[config.mk]
export PLATFORM = sky130hd
export DESIGN_NAME = key_matrix_debounce_event_fifo
export DESIGN_NICKNAME = d
export VERILOG_FILES = /design/src/design/kmd_pkg.sv /design/src/design/kmd_ring.sv /design/src/design/key_matrix_debounce_event_fifo.sv
export SDC_FILE = /design/constraint.sdc
export NUM_CORES = 1
export LEC_CHECK = 0
export BUFFER_PORTS_ARGS = -buffer_cell sky130_fd_sc_hd__buf_2
export CAP_MARGIN = 20
export CORE_AREA = 10 10 188 190
export CTS_BUF_LIST = sky130_fd_sc_hd__clkbuf_16
export CTS_CLUSTER_SIZE = 12
export DETAILED_ROUTE_END_ITERATION = 10
export DIE_AREA = 0 0 198 200
export HOLD_SLACK_MARGIN = 0.03
export PLACE_DENSITY = 0.58
export REMOVE_ABC_BUFFERS = 1
export SYNTH_ARGS = -nofsm -noshare
export SYNTH_HDL_FRONTEND = slang
export SYNTH_SLANG_ARGS = --single-unit
[constraint.sdc]
create_clock -name clk -period 6.5 [get_ports clk]
set_input_delay 1.625 -clock clk [delete_from_list [all_inputs] [get_ports clk]]
set_output_delay 1.625 -clock clk [all_outputs]
set_load 0.05 [all_outputs]
[src/design/kmd_pkg.sv]
package kmd_pkg;

  localparam int EVENT_DEPTH   = 8;
  localparam int MAX_COLUMNS   = 4;
  localparam int MAX_ROWS      = 4;
  localparam int KEY_COUNT     = MAX_ROWS * MAX_COLUMNS;
  localparam int KEY_W         = $clog2(KEY_COUNT);
  localparam int PTR_W         = $clog2(EVENT_DEPTH);
  localparam int COL_IDX_W     = $clog2(MAX_COLUMNS);
  localparam int ROW_IDX_W     = 2;
  localparam int LEVELS_W      = 4;
  localparam int CNT_W         = 6;
  localparam logic [CNT_W-1:0] CNT_MAX = '1;
  localparam logic [7:0] PERIODS_RESET = 8'd5;
  localparam logic [2:0] COLUMNS_RESET = 3'd4;

  typedef enum logic [1:0] {
    OP_SAMPLE = 2'd0,
    OP_FETCH  = 2'd1,
    OP_CLEAR  = 2'd2
  } opcode_t;

  typedef enum logic {
    REG_PERIODS = 1'b0,
    REG_COLUMNS = 1'b1
  } reg_index_t;

  typedef struct packed {
    logic       spare;
    logic       down;
    logic [2:0] row;
    logic [2:0] column;
  } event_t;

  typedef struct packed {
    logic push;
    logic pop;
    logic clear;
  } ring_cmd_t;

endpackage

[src/design/kmd_ring.sv]
module kmd_ring
  import kmd_pkg::*;
(
  input  logic      clk,
  input  logic      rst,
  input  ring_cmd_t cmd,
  input  event_t    push_data,
  output logic      empty,
  output event_t    rdata
);

  event_t ring [EVENT_DEPTH];
  logic [PTR_W-1:0] rptr;
  logic [PTR_W-1:0] wptr;
  logic [PTR_W-1:0] rptr_next;
  logic [PTR_W-1:0] wptr_next;

  function automatic logic [PTR_W-1:0] ring_next(input logic [PTR_W-1:0] p);
    ring_next = (p == PTR_W'(EVENT_DEPTH - 1)) ? '0 : p + PTR_W'(1);
  endfunction

  assign empty     = (rptr == wptr);
  assign rptr_next = ring_next(rptr);
  assign wptr_next = ring_next(wptr);

  always_ff @(posedge clk) begin
    if (cmd.push) begin
      ring[wptr] <= push_data;
    end
    if (cmd.pop) begin
      rdata <= ring[rptr];
    end
  end

  always_ff @(posedge clk) begin
    if (rst) begin
      rptr <= '0;
      wptr <= '0;
    end else if (cmd.clear) begin
      rptr <= '0;
      wptr <= '0;
    end else if (cmd.push) begin
      wptr <= wptr_next;
      if (wptr_next == rptr) begin
        rptr <= rptr_next;
      end
    end else if (cmd.pop) begin
      rptr <= rptr_next;
    end
  end

endmodule

[src/design/key_matrix_debounce_event_fifo.sv]
// Key matrix debouncer with an 8-entry event ring.
// Input stream (s_*): one item per transfer; opcode selects a row sample, an
// event fetch or a ring clear. Only a fetch yields a result on the output
// stream (m_*): event_valid low with all other fields zero means no event.
// Configuration: cfg_we writes cfg_data into register cfg_index (0 periods,
// 1 columns in use); write only while the block is idle.
// Issue: a row sample stays in the issue stage while it issues each column in
// use in turn (up to 4; with no column in use it issues nothing), fetch and
// clear issue once each; unless the output stalls, the next item is taken as the
// current one issues its last column. Key status lives in a 16-entry
// memory read in the issue stage, ahead of the update stage, with the last write
// forwarded so consecutive samples of one row run back to back.
// A fetch result passes the issue and update stages and the pending register.
// Reset: key status reads as zero until written, pointers and config reset,
// no clearing pass is needed.
// Stall: the output register holds its result; one more fetch result may
// wait behind it, after which the input side stops taking items.
module key_matrix_debounce_event_fifo
  import kmd_pkg::*;
(
  input  logic       clk,
  input  logic       rst,
  input  logic       s_tvalid,
  output logic       s_tready,
  input  logic [7:0] s_tdata,   // opcode[1:0], row_index[3:2], column_levels[7:4]
  output logic       m_tvalid,
  input  logic       m_tready,
  output logic [7:0] m_tdata,   // event_valid[0], event_down[1], event_row[4:2],
                                // event_column[7:5]
  input  logic       cfg_we,
  input  logic       cfg_index,
  input  logic [7:0] cfg_data
);

  logic [7:0] req_periods;
  logic [2:0] cols_cfg;
  logic [2:0] cols_sat;

  logic                 a_valid;
  opcode_t              a_op;
  logic [ROW_IDX_W-1:0] a_row;
  logic [LEVELS_W-1:0]  a_levels;
  logic [2:0]           a_cols;
  logic [COL_IDX_W-1:0] a_col;
  logic                 a_last;
  logic                 a_issue;
  logic [4:0]           key_wide;
  logic                 key_ok;
  logic [KEY_W-1:0]     a_key;
  logic                 accept;

  logic                 b_valid;
  opcode_t              b_op;
  logic [KEY_W-1:0]     b_key;
  logic [ROW_IDX_W-1:0] b_row;
  logic [COL_IDX_W-1:0] b_col;
  logic                 b_pressed;
  logic                 b_update;

  logic [7:0]           key_mem [KEY_COUNT];
  logic [KEY_COUNT-1:0] key_valid;
  logic [7:0]           kdata;
  logic                 kdata_valid;
  logic                 fwd_valid;
  logic [KEY_W-1:0]     fwd_key;
  logic [7:0]           fwd_data;

  logic [7:0]           st_cur;
  logic [7:0]           st_new;
  logic                 flip;
  logic [CNT_W-1:0]     cnt_inc;

  ring_cmd_t            ring_cmd;
  event_t               push_data;
  event_t               ring_rdata;
  logic                 ring_empty;

  logic                 pend_valid;
  logic                 pend_hit;
  logic                 move;
  logic                 stall;
  logic                 obuf_valid;
  logic [7:0]           obuf;

  always_ff @(posedge clk) begin
    if (rst) begin
      req_periods <= PERIODS_RESET;
      cols_cfg    <= COLUMNS_RESET;
    end else if (cfg_we) begin
      case (reg_index_t'(cfg_index))
        REG_PERIODS: req_periods <= cfg_data;
        REG_COLUMNS: cols_cfg    <= cfg_data[2:0];
        default: ;
      endcase
    end
  end

  assign cols_sat = (cols_cfg > 3'(MAX_COLUMNS)) ? 3'(MAX_COLUMNS) : cols_cfg;

  // issue stage
  assign move     = pend_valid && (!obuf_valid || m_tready);
  assign stall    = pend_valid && !move;
  assign a_last   = (a_op != OP_SAMPLE) || ((3'(a_col) + 3'd1) >= a_cols);
  assign key_wide = 5'(a_row) * 5'(a_cols) + 5'(a_col);
  assign key_ok   = key_wide < 5'(KEY_COUNT);
  assign a_key    = key_wide[KEY_W-1:0];
  assign a_issue  = a_valid &&
                    (a_op == OP_FETCH || a_op == OP_CLEAR ||
                     (a_op == OP_SAMPLE && a_cols != 3'd0 && key_ok &&
                      4'(a_row) < 4'(MAX_ROWS)));
  assign s_tready = !stall && (!a_valid || a_last);
  assign accept   = s_tvalid && s_tready;

  always_ff @(posedge clk) begin
    if (rst) begin
      a_valid <= 1'b0;
    end else if (!stall) begin
      if (accept) begin
        a_valid <= 1'b1;
      end else if (a_valid && a_last) begin
        a_valid <= 1'b0;
      end
    end
  end

  always_ff @(posedge clk) begin
    if (!stall) begin
      if (accept) begin
        a_op     <= opcode_t'(s_tdata[1:0]);
        a_row    <= s_tdata[3:2];
        a_levels <= s_tdata[7:4];
        a_cols   <= cols_sat;
        a_col    <= '0;
      end else if (a_valid && !a_last) begin
        a_col <= a_col + COL_IDX_W'(1);
      end
    end
  end

  // key status read, registered ahead of the update stage
  always_ff @(posedge clk) begin
    if (!stall) begin
      kdata       <= key_mem[a_key];
      kdata_valid <= key_valid[a_key];
    end
  end

  always_ff @(posedge clk) begin
    if (rst) begin
      b_valid <= 1'b0;
    end else if (!stall) begin
      b_valid <= a_issue;
    end
  end

  always_ff @(posedge clk) begin
    if (!stall) begin
      b_op      <= a_op;
      b_key     <= a_key;
      b_row     <= a_row;
      b_col     <= a_col;
      b_pressed <= !a_levels[a_col];
    end
  end

  // update stage
  assign b_update = b_valid && (b_op == OP_SAMPLE);
  assign st_cur   = (fwd_valid && fwd_key == b_key) ? fwd_data :
                    (kdata_valid ? kdata : 8'd0);
  assign cnt_inc  = (st_cur[CNT_W-1:0] < CNT_MAX) ?
                    st_cur[CNT_W-1:0] + CNT_W'(1) : st_cur[CNT_W-1:0];

  always_comb begin
    flip   = 1'b0;
    st_new = {st_cur[7], b_pressed, {CNT_W{1'b0}}};
    if (st_cur[6] == b_pressed) begin
      if ({2'b00, cnt_inc} >= req_periods && st_cur[7] != b_pressed) begin
        flip   = 1'b1;
        st_new = {b_pressed, b_pressed, {CNT_W{1'b0}}};
      end else begin
        st_new = {st_cur[7], b_pressed, cnt_inc};
      end
    end
  end

  always_ff @(posedge clk) begin
    if (!stall && b_update) begin
      key_mem[b_key] <= st_new;
    end
  end

  always_ff @(posedge clk) begin
    if (rst) begin
      key_valid <= '0;
      fwd_valid <= 1'b0;
    end else if (!stall) begin
      fwd_valid <= b_update;
      if (b_update) begin
        key_valid[b_key] <= 1'b1;
      end
    end
  end

  always_ff @(posedge clk) begin
    if (!stall) begin
      fwd_key  <= b_key;
      fwd_data <= st_new;
    end
  end

  assign push_data = '{spare: 1'b0, down: b_pressed, row: 3'(b_row), column: 3'(b_col)};

  always_comb begin
    ring_cmd       = '0;
    ring_cmd.push  = !stall && b_update && flip;
    ring_cmd.pop   = !stall && b_valid && (b_op == OP_FETCH) && !ring_empty;
    ring_cmd.clear = !stall && b_valid && (b_op == OP_CLEAR);
  end

  kmd_ring u_ring (
    .clk       (clk),
    .rst       (rst),
    .cmd       (ring_cmd),
    .push_data (push_data),
    .empty     (ring_empty),
    .rdata     (ring_rdata)
  );

  // pending fetch result and output register
  always_ff @(posedge clk) begin
    if (rst) begin
      pend_valid <= 1'b0;
    end else if (!stall) begin
      pend_valid <= b_valid && (b_op == OP_FETCH);
    end
  end

  always_ff @(posedge clk) begin
    if (!stall) begin
      pend_hit <= !ring_empty;
    end
  end

  always_ff @(posedge clk) begin
    if (rst) begin
      obuf_valid <= 1'b0;
    end else if (move) begin
      obuf_valid <= 1'b1;
    end else if (m_tready) begin
      obuf_valid <= 1'b0;
    end
  end

  always_ff @(posedge clk) begin
    if (move) begin
      obuf <= pend_hit ?
              {ring_rdata.column, ring_rdata.row, ring_rdata.down, 1'b1} : 8'd0;
    end
  end

  assign m_tvalid = obuf_valid;
  assign m_tdata  = obuf;

  a_pend_hold: assert property (@(posedge clk) disable iff (rst)
    stall |=> pend_valid)
    else $error("pending fetch result lost during stall");

  a_empty_zero: assert property (@(posedge clk) disable iff (rst)
    m_tvalid && !m_tdata[0] |-> m_tdata[7:1] == 7'd0)
    else $error("empty fetch carries non-zero fields");

  a_col_range: assert property (@(posedge clk) disable iff (rst)
    a_valid && a_op == OP_SAMPLE && a_cols != 3'd0 |-> 3'(a_col) < a_cols)
    else $error("column counter beyond columns in use");

  a_one_ring_op: assert property (@(posedge clk) disable iff (rst)
    $countones({ring_cmd.push, ring_cmd.pop, ring_cmd.clear}) <= 1)
    else $error("more than one ring operation in a cycle");

endmodule
# Word level (Yosys, flattened, before mapping)
# Memory sizes are Yosys's and may differ from the RTL's. A register that Yosys moved wholly into a read port is not among the register bits.
# Cells that the tools add are included.
dict set report word_totals {
  ff_bits 90
  mem_bits_rw 168
  input_bits 22
  output_inout_bits 10
  word_cells 138
  n_memories 2
}
# name words width rd rd_clocked_by_memory_dff write_ports line
set memory_table {}
lappend memory_table {key_mem 16 8 1 1 1 key_matrix_debounce_event_fifo.sv:60} ;# logic [7:0] key_mem [KEY_COUNT];
lappend memory_table {u_ring.ring 8 5 1 1 1 kmd_ring.sv:12} ;# event_t ring [EVENT_DEPTH];
dict set report op_classes {
  addsub 6
  n_mul 1
  n_lt_le_gt_ge 9
  eq_ne 12
  muxes 28
  n_bitwise 3
  reduce_logical 49
}
# cell n
set op_table {}
lappend op_table {{$mux 8} 4}
lappend op_table {{$logic_and 1x1->1} 20}
lappend op_table {{$or 16x16->16} 1}
lappend op_table {{$mux 3} 5}
lappend op_table {{$mux 1} 14}
lappend op_table {{$reduce_and 2->1} 7}
lappend op_table {{$lt 4x5->1 const B} 2}
lappend op_table {{$reduce_bool 2->1} 5}
lappend op_table {{$ge 6x8->1} 1}
lappend op_table {{$logic_not 1->1} 8}
lappend op_table {{$add 3x1->3 const B} 2}
lappend op_table {{$add 6x1->6 const B} 1}
lappend op_table {{$eq 3x3->1} 2}
lappend op_table {{$eq 3x3->1 const B} 2}
lappend op_table {{$lt 6x6->1 const B} 1}
lappend op_table {{$mux 6} 1}
lappend op_table {{$add 5x2->5} 1}
lappend op_table {{$logic_or 1x1->1} 5}
lappend op_table {{$lt 5x5->1 const B} 1}
lappend op_table {{$mul 2x3->5} 1}
lappend op_table {{$bmux 1 s4} 1}
lappend op_table {{$demux 1 s4} 1}
lappend op_table {{$eq 2x1->1 const B} 2}
lappend op_table {{$eq 2x2->1 const B} 2}
lappend op_table {{16 further kinds} 18}

# Longest topological paths before layout
# Gate-level depths: netlist of run 1.
dict set report logic_depth {
  depth_word 12
  ltp_mapped 16
  ltp_nobuf 13
}

# Hierarchy
# A second synthesis of run 1 with hierarchy kept.
dict set report hier_totals {
  cells_unflattened 690
  hier_area_um2 12012.8
}
# module instances cells_each area_each_um2 seq_area_each_um2
set modules_own_cells {}
lappend modules_own_cells {key_matrix_debounce_event_fifo 1 537 8882.3 6105.9}
lappend modules_own_cells {kmd_ring 1 153 3130.5 2282.2}

# Worst setup path after synthesis of run 1
# No wires, ideal clock.
dict set report synth_timing {
  path_kind {flip-flop to flip-flop}
  start {register b_key[1]}
  end {register fwd_data[1] (data pin)}
  setup_ns 0.356
  t_arrival_ns 4.050
  required_ns 6.144
  slack_ns 2.094
  path_stages_with_launch 15
  path_buffers 1
  period_less_slack_ns 4.406
  path_cell_list {edfxtp_1 > buf_2 > nand2b_1 > o2111ai_1 > nor2_1 > mux2_2 > or3_1 > and2_1 > ha_1 > or3b_2 > a211oi_1 > nor2_1 > or3b_1 > a22oi_2 > a221oi_1}
}
dict set report synth_between {
  elab_chain_cells 9
  elab_cells_between_ends 12
  cone_classes {add/sub (1); order compare (2); eq/ne (3); mux (4); reduce/logical (2)}
}
# item line
set synth_rtl {}
lappend synth_rtl {{start: declaration} key_matrix_debounce_event_fifo.sv:54} ;# logic [KEY_W-1:0] b_key;
lappend synth_rtl {{start signal: assignment} key_matrix_debounce_event_fifo.sv:159} ;# b_key <= a_key;
lappend synth_rtl {{$eq 4x4->1 (*)} key_matrix_debounce_event_fifo.sv:168} ;# assign st_cur = (fwd_valid && fwd_key == b_key) ? fwd_data :
lappend synth_rtl {{$logic_and 1x1->1 (*)} key_matrix_debounce_event_fifo.sv:168}
lappend synth_rtl {{$mux 8 (*)} key_matrix_debounce_event_fifo.sv:168}
lappend synth_rtl {{$add 6x1->6 or $lt 6x6->1 (tied branches)} {key_matrix_debounce_event_fifo.sv:171, key_matrix_debounce_event_fifo.sv:170}}
lappend synth_rtl {{$mux 6} key_matrix_debounce_event_fifo.sv:170} ;# assign cnt_inc = (st_cur[CNT_W-1:0] < CNT_MAX) ?
lappend synth_rtl {{$ge 6x8->1} key_matrix_debounce_event_fifo.sv:177} ;# if ({2'b00, cnt_inc} >= req_periods && st_cur[7] != b_pressed) begin
lappend synth_rtl {{$logic_and 1x1->1} key_matrix_debounce_event_fifo.sv:177}
lappend synth_rtl {{$mux 8} key_matrix_debounce_event_fifo.sv:177}
lappend synth_rtl {{$mux 8 (*)} key_matrix_debounce_event_fifo.sv:176} ;# if (st_cur[6] == b_pressed) begin
lappend synth_rtl {{via st_new[1]} key_matrix_debounce_event_fifo.sv:69} ;# logic [7:0] st_new;
lappend synth_rtl {{end signal: assignment} key_matrix_debounce_event_fifo.sv:207} ;# fwd_data <= st_new;
lappend synth_rtl {{end: declaration} key_matrix_debounce_event_fifo.sv:66} ;# logic [7:0] fwd_data;
# Mark *: on every way through the listed nets, which the timed path passes. The rest lies on a longest branch.
# A chain may end at the register's enable or synchronous reset.

# Worst setup path after layout of run 1
dict set report layout_timing {
  start {register b_key[1]}
  end {memory key_mem[5][5] (data pin)}
}
dict set report layout_between {
  elab_chain_cells 9
  elab_cells_between_ends 12
  cone_classes {add/sub (1); order compare (2); eq/ne (3); mux (4); reduce/logical (2)}
}
# item line
set layout_rtl {}
lappend layout_rtl {{$eq 4x4->1 (*)} key_matrix_debounce_event_fifo.sv:168}
lappend layout_rtl {{$logic_and 1x1->1 (*)} key_matrix_debounce_event_fifo.sv:168}
lappend layout_rtl {{$mux 8 (*)} key_matrix_debounce_event_fifo.sv:168}
lappend layout_rtl {{$add 6x1->6 or $lt 6x6->1 (tied branches)} {key_matrix_debounce_event_fifo.sv:171, key_matrix_debounce_event_fifo.sv:170}}
lappend layout_rtl {{$mux 6} key_matrix_debounce_event_fifo.sv:170}
lappend layout_rtl {{$ge 6x8->1} key_matrix_debounce_event_fifo.sv:177}
lappend layout_rtl {{$logic_and 1x1->1} key_matrix_debounce_event_fifo.sv:177}
lappend layout_rtl {{$mux 8} key_matrix_debounce_event_fifo.sv:177}
lappend layout_rtl {{$mux 8 (*)} key_matrix_debounce_event_fifo.sv:176}
lappend layout_rtl {{via st_new[5]} key_matrix_debounce_event_fifo.sv:69}
lappend layout_rtl {{end: declaration} key_matrix_debounce_event_fifo.sv:60}
# Marks and branches as above.

==> qor.yml, run 1 <==
clock_network:
  cts.htree.levels: 1
  root_buffer: "clkbuf_16"
  cts_tree: "built"
  clk_latency_ps: 550
  cts_setup_buffers: 0
  clockBufferDepth: 3
  clkSinkCount: 263
  cts.clk_slew.worst_paths_ps: 60
  postCtsHoldBufs: 0
  cts-resized-gates: 0
  cts_inserted_buffers: 29
routing:
  drt_iter0_drc: 440
  via_per_inst: 4.973
  drcViolationCount: 0
  drtAntennaViolNets: 0
  dr.pass1.iters: 6
  post_drt_wl_per_cell_um: 19.18
  num_vias: 5624
  wirelength_um: 21690
floorplanning:
  coreArea_mm2: 0.03139
  io_pins: 32
  core.rowCount: 65
  fp.dieArea_mm2: 0.03960
  initial_core_util: 0.3462
  die_w_um: 198
  die_h_um: 200
global_routing:
  grt_pass1_wl_um: 33900
  grt_max_degree: 38
  grt_pass1_vias: 5750
  grtUsageTotal: 0.1106
  antenna_found_initial: 0
  overflow: 0
power_and_ir_drop:
  peakVddDrop_v: 0.0001884
  p_leak_nw: 4.526
  power.density_mw_per_mm2: 287.9
yosys:
  synth-edff-count: 225
  ys_ff_latch: 263
  synth.avg_cell_area_um2: 16.72
  synth_seq_area_share: 0.6918
  synth_ff_type: "edfxtp_1"
  ys_types: 59
  synth_area_mm2: 0.01087
  yosys_warnings: 0
  ys_async_sr_fraction: 0
  syn_inst: 650
critical_path:
  critPathMostFrequentCell: "nor2_1"
  crit_slowest_cell: "nor2b_1"
  cp_data_required_time_ps: 6690
  critical_path_class: "flip-flop to flip-flop"
  worstPathCellList: "nand2b_1 -> o2111ai_1 -> nor2_1 -> mux2_2 -> or3_1 -> and2_1 -> ha_1 -> or3b_2 -> a211oi_1 -> nor2_1 -> or3b_1 -> a22oi_2 -> nor2b_1"
  critPathMaxFanout: 17
  crit_arrival_ps: 5350
  startpoint_type: "flip-flop"
  end_kind: "flip-flop"
  worst-path-buf-inv: 0
  critical_path.top_delay_family: "simple AND/OR/NAND/NOR gates"
  slowest_delay_ps: 800
timing:
  tightestPinTransition_ps: 1058
  max_freq_ghz: 0.1939
  setup_tns_ps: 0
  hold_slack_ps: 457.4
  rsz0062_at_grt: "no"
  setup_viol: 0
  finalHoldViolations: 0
  finalMaxSlewViolations: 0
  finClkSkew_ps: 20.34
  max-slew-margin-rel: 0.2851
  fin_crit_ps: 5158
  finalCritPeriodShare: 0.7936
layout:
  layout.cells.non_filler: 1131
  layout.nets: 754
  syn_to_final_growth_pct: 14.92
  layout-drive-gt1-share: 0.2469
  n_antenna_cell: 0
placed_design:
  place_inst: 1075
  io_buffers: 29
  gp_congestion: 0.7597
  post-dp-hpwl_um: 13930
flow_run:
  cap_viol_max_count: 0
outcome:
  outcome: "finished, final reports clean"
worst_hold_path:
  min_path_type: "flip-flop to flip-flop"
[layout by cell type (no fill, tap or decap), types with 3 or more instances in the layout]
master / count
a211o_1: 3
a211oi_1: 5
a21o_1: 4
a21oi_1: 21
and2_1: 13
and3_1: 3
and3b_1: 3
buf_2: 29
buf_4: 20
buf_6: 6
clkbuf_16: 29
clkbuf_2: 3
clkinv_1: 3
clkinv_2: 5
dfxtp_1: 38
edfxtp_1: 225
ha_1: 19
inv_1: 28
mux2_2: 8
mux2i_1: 6
mux4_2: 56
nand2_1: 36
nand2b_1: 9
nand3_1: 14
nor2_1: 51
nor2b_1: 8
nor3_1: 4
nor3_2: 4
nor4b_1: 5
o21a_1: 8
o21ai_0: 6
o21ba_2: 7
or3_1: 4
xnor2_1: 4
xor2_1: 3
[area by class of cell]
type                       instances  area (um^2)
sequential                       263         7517
inverter                          20        75.07
timing repair buffer              58        377.9
multi-input combinational        338         3161
fill                            2860        18900
clock inverter                    21        128.9
tap                              402        503.0
clock buffer                      29        725.7
[sequential cells by signal, summed over array words and instances, names as in the netlist, 5 cells and up]
name / count
kdata: 8
key_mem: 128
u_ring.ring: 40
req_periods: 8
key_valid: 16
m_tdata: 6
u_ring.rdata: 5
fwd_data: 8
[final timing paths]
| kind | startpoint | endpoint | slack (ps) | cells after the start |
|---|---|---|---|---|
| setup reg to reg | b_key[1]$_DFFE_PN_ | key_mem[5][5]$_DFFE_PP_ | 1340 | 13 |
| hold / removal | req_periods[3]$_SDFFE_PP0P_ | req_periods[3]$_SDFFE_PP0P_ | 460 | 2 |
| setup / recovery | b_key[1]$_DFFE_PN_ | key_mem[5][5]$_DFFE_PP_ | 1340 | 13 |
| hold reg to reg | req_periods[3]$_SDFFE_PP0P_ | req_periods[3]$_SDFFE_PP0P_ | 460 | 2 |
[worst reg2reg max path: cells and delay by family (launching register included)]
kind,cells,cell delay [ps]
simple gates,8,3020
flops,1,550
compound gates,3,540
mux,1,440
fa+ha+maj,1,260
[cells in the mapped netlist, types with 3 or more instances]
| master | n | area (um^2) |
|---|---|---|
| clkbuf_1 | 17 | 63.81 |
| and3b_1 | 3 | 26.28 |
| mux4_2 | 56 | 1261 |
| xor2_1 | 3 | 26.28 |
| nor2_1 | 51 | 191.4 |
| inv_1 | 20 | 75.07 |
| edfxtp_1 | 225 | 6756 |
| buf_2 | 7 | 35.03 |
| a21oi_1 | 21 | 105.1 |
| o21ai_0 | 6 | 30.03 |
| ha_1 | 20 | 250.2 |
| buf_4 | 3 | 22.52 |
| a21o_1 | 4 | 30.03 |
| and2_1 | 13 | 81.33 |
| nand2_1 | 36 | 135.1 |
| nor4b_1 | 5 | 43.79 |
| nor3_1 | 8 | 40.04 |
| mux2i_1 | 6 | 60.06 |
| nor2b_1 | 8 | 50.05 |
| or3_1 | 4 | 25.02 |
| o21a_1 | 8 | 60.06 |
| a211oi_1 | 5 | 37.54 |
| mux2_2 | 8 | 90.09 |
| nand2b_1 | 9 | 56.30 |
| dfxtp_1 | 38 | 760.7 |
| o21ba_2 | 7 | 70.07 |
| and3_1 | 3 | 18.77 |
| xnor2_1 | 4 | 35.03 |
| a211o_1 | 3 | 26.28 |
| nand3_1 | 14 | 70.07 |
[metrics by stage]
step / utilization / power (W) / setup slack, ps / area, um^2
final: 0.3978 / 0.003595 / 1342 / 12490
after global routing: 0.3978 / 0.003736 / 853.1 / 12490
after CTS: 0.3963 / 0.003647 / 1258 / 12440
after detailed placement: 0.3690 / 0.002160 / 1264 / 11580
after global placement: 0.3680 / 0.002158 / 1329 / 11550
after floorplan: - / 0.002084 / 1767 / 10730
[metal layers]
layer | share of wire | vias up | global-route usage
met5 | 0 | - | 0
met4 | 0.020 | 0 | 0.03104
met1 | 0.45 | 2848 | 0.1470
met3 | 0.050 | 31 | 0.01859
met2 | 0.48 | 104 | 0.1834
li1 | - | 2641 | -
[cell families (layout without fill, tap and decap cells)]
group,Yosys count,in the layout,synth area share
buf+inv,50,128,0.01980
mux,70,70,0.1299
simple gates,168,168,0.07795
compound gates,68,68,0.04640
xor+xnor,8,8,0.007139
fa+ha+maj,22,22,0.02671
other cells,1,2,0.0003451
flops,263,263,0.6918
[report_power, final]
| group | internal [W] | switching, W |
|---|---|---|
| clock network | 0.000843 | 0.000632 |
| registers | 0.00187 | 0.0000328 |
| logic | 0.0000941 | 0.000125 |
| total | 0.00280 | 0.000791 |
(Power assumes the default switching activity.)
==> inputs of run 2 (changes only) <==
- PLACE_DENSITY: 0.58 -> 0.6
- clock period: 6.5 -> 4.3 ns (I/O delays scaled with it)
==> run 2 against run 1 <==
  * Global-route usage is essentially flat
  * Largest power group unchanged
  * Die area unchanged
  * Sequential power increased by 51%
==> qor.yml, run 2 (synthesized netlist as in run 1, its figures left out) <==
power_and_ir_drop:
  peakVddDrop_v: 0.0002425  # +29%
  power.internal_w: 0.004295  # +53%
  p_sw_frac: 0.2161  # -0.003769
  power_w: 0.005479  # +52%
  power_frac_seq: 0.522  # -0.007
  p_leak_nw: 4.732  # +4.6%
  p_switching_w: 0.001184  # +50%
  power.density_mw_per_mm2: 426.3  # +48%
  clock_power_share: 0.407  # -0.003
  p_comb_frac: 0.070  # +0.009
floorplanning:
  io_pins: 32  # unchanged
  coreArea_mm2: 0.03139  # unchanged
  initial_core_util: 0.3462  # unchanged
  die_w_um: 198  # unchanged
  die_h_um: 200  # unchanged
  core.rowCount: 65  # unchanged
  fp.dieArea_mm2: 0.03960  # unchanged
global_routing:
  grt_max_degree: 38  # unchanged
  grt_pass1_wl_um: 34100  # +0.59%
  grtUsageTotal: 0.1104  # -0.0001736
  grt_pass1_vias: 5793  # +0.75%
  antenna_found_initial: 0  # unchanged
  overflow: 0  # unchanged
layout:
  top_register: "key_mem"
  n_antenna_cell: 0  # unchanged
  layout-drive-gt1-share: 0.2878  # +0.04085
  multi_input_area_mm2: 0.003232  # +2.3%
  syn_to_final_growth_pct: 18.27
  ff_latch_area_mm2: 0.007517  # unchanged
  largestRegisters: "key_mem (128), u_ring.ring (40), key_valid (16)"
  final_cell_mix: "edfxtp_1 (225), buf_4 (62), mux4_2 (56), nor2_1 (50), dfxtp_1 (38)"
  layout.nets: 790  # +4.8%
  final_common_cell: "edfxtp_1"
  final_area_mm2: 0.01285  # +2.9%
  largest_register_ff_count: 128  # unchanged
  fill_cells: 2872  # +0.42%
timing:
  max-slew-margin-rel: 0.3965  # +0.1115
  setup_viol: 0  # unchanged
  finalHoldViolations: 0  # unchanged
  fin_crit_ps: 4041  # -1118 ps
  tightestPinTransition_ps: 904.0  # -153.6 ps
  setup_ws_ps: 259.2  # -1082 ps
  finClkSkew_ps: 13.46  # -6.885 ps
  finalCritPeriodShare: 0.9397  # +0.1461
  max_freq_ghz: 0.2475  # +28%
  setup_tns_ps: 0  # unchanged
  finalMaxSlewViolations: 0  # unchanged
critical_path:
  cp_data_required_time_ps: 4670  # -2020 ps
  startpoint_type: "flip-flop"
  crit_arrival_ps: 4410  # -940 ps
  end_kind: "flip-flop"
  critPathMaxFanout: 17  # unchanged
  r2r_cells: 15  # +2
  critical_path_class: "flip-flop to flip-flop"
routing:
  wirelength_um: 21670  # -0.12%
  dr.pass1.iters: 4  # -2
  drt_iter0_drc: 323  # -27%
  num_vias: 5740  # +2.1%
  via_per_inst: 4.906  # -1.3%
  post_drt_wl_per_cell_um: 18.52  # -3.4%
  drtAntennaViolNets: 0  # unchanged
  drcViolationCount: 0  # unchanged
clock_network:
  cts_setup_buffers: 0  # unchanged
  cts_inserted_buffers: 28  # -3.4%
  clkSinkCount: 263  # unchanged
  root_buffer: "clkbuf_16"
  clk_latency_ps: 540  # about the same
  cts.htree.levels: 1  # unchanged
  clockBufferDepth: 3  # unchanged
  cts_tree: "built"
  cts.clk_slew.worst_paths_ps: 60  # about the same
placed_design:
  placed_area_mm2: 0.01187  # +2.4%
  post-dp-hpwl_um: 14270  # +2.4%
  gp_congestion: 0.7623  # +0.34%
  io_buffers: 29  # unchanged
  preCtsSetupSlack_ps: -370.1  # -1634 ps
worst_hold_path:
  min_path_type: "flip-flop to flip-flop"
  hold_depth: 2  # unchanged
outcome:
  outcome: "finished, final reports clean"
flow_run:
  cap_viol_max_count: 0  # unchanged
[run 2: cell types whose count changed in the layout (fill, tap and decap cells not counted), moves of 3 or more]
cell	delta
clkbuf_2	-3
buf_4	+42
a211oi_1	-3
buf_6	-5
inv_1	+4
clkinv_2	-4
[run 2: layout make-up]
type	instances	area share
multi-input cells	338	0.2515
repair buffers	95	0.05111
clock buffers	30	0.05841
well taps	402	0.03914
flip-flops and latches	263	0.5849
inverters	20	0.005841
clock inverters	22	0.009151
[run 2: repair_timing]
action	4_1_cts	5_1_grt
pin swaps	0	1
endpoints found under the hold margin	0	0
setup endpoints to repair	22	143
cloned	0	3
hold buffers	0	0
gates resized for setup	2	25
[run 2: power by group through the flow]
stage / sequential [W] / combinational, W / clock, W
after floorplan: 0.00291 / 0.000238 / 0
after global placement: 0.00291 / 0.000382 / 0
after detailed placement: 0.00291 / 0.000384 / 0
after CTS: 0.00286 / 0.000386 / 0.00229
after global routing: 0.00287 / 0.000426 / 0.00240
final: 0.00286 / 0.000385 / 0.00223
[run 2: worst paths after layout]
path	startpoint	to	slack, ps
setup / recovery	b_key[2]$_DFFE_PN_	key_mem[0][2]$_DFFE_PP_	260
hold / removal	req_periods[4]$_SDFFE_PP0P_	req_periods[4]$_SDFFE_PP0P_	460
setup reg to reg	b_key[2]$_DFFE_PN_	key_mem[0][2]$_DFFE_PP_	260
hold reg to reg	req_periods[4]$_SDFFE_PP0P_	req_periods[4]$_SDFFE_PP0P_	460
[run 2: critical path: stages (launching register included)]
cell	delay, ps
edfxtp_1	430
xnor2_2	190
nand4_1	180
nor2_4	180
mux2_2	360
or3_1	370
and2_1	170
ha_1	260
or3b_2	470
a211oi_2	230
nor2_1	100
or3b_1	180
a22oi_2	70
buf_4	180
a211oi_1	240
buf_4	260
[run 2: per-layer routing]
layer | routed length (um) | GRT usage | vias to the layer above
met5 | 0 | 0 | -
met4 | 445 | 0.02961 | 0
met1 | 9396 | 0.1426 | 2883
met3 | 1186 | 0.01942 | 33
met2 | 10640 | 0.1880 | 112
li1 | - | - | 2712
[run 2: per-stage QoR]
stage,cells,utilization,hold slack (ps)
2_1_floorplan,621,-,425.7
3_3_place_gp,1115,0.3780,443.0
3_5_place_dp,1115,0.3780,453.6
4_1_cts,1167,0.4059,462.6
5_1_grt,1170,0.4094,492.4
6_report,1170,0.4094,459.0
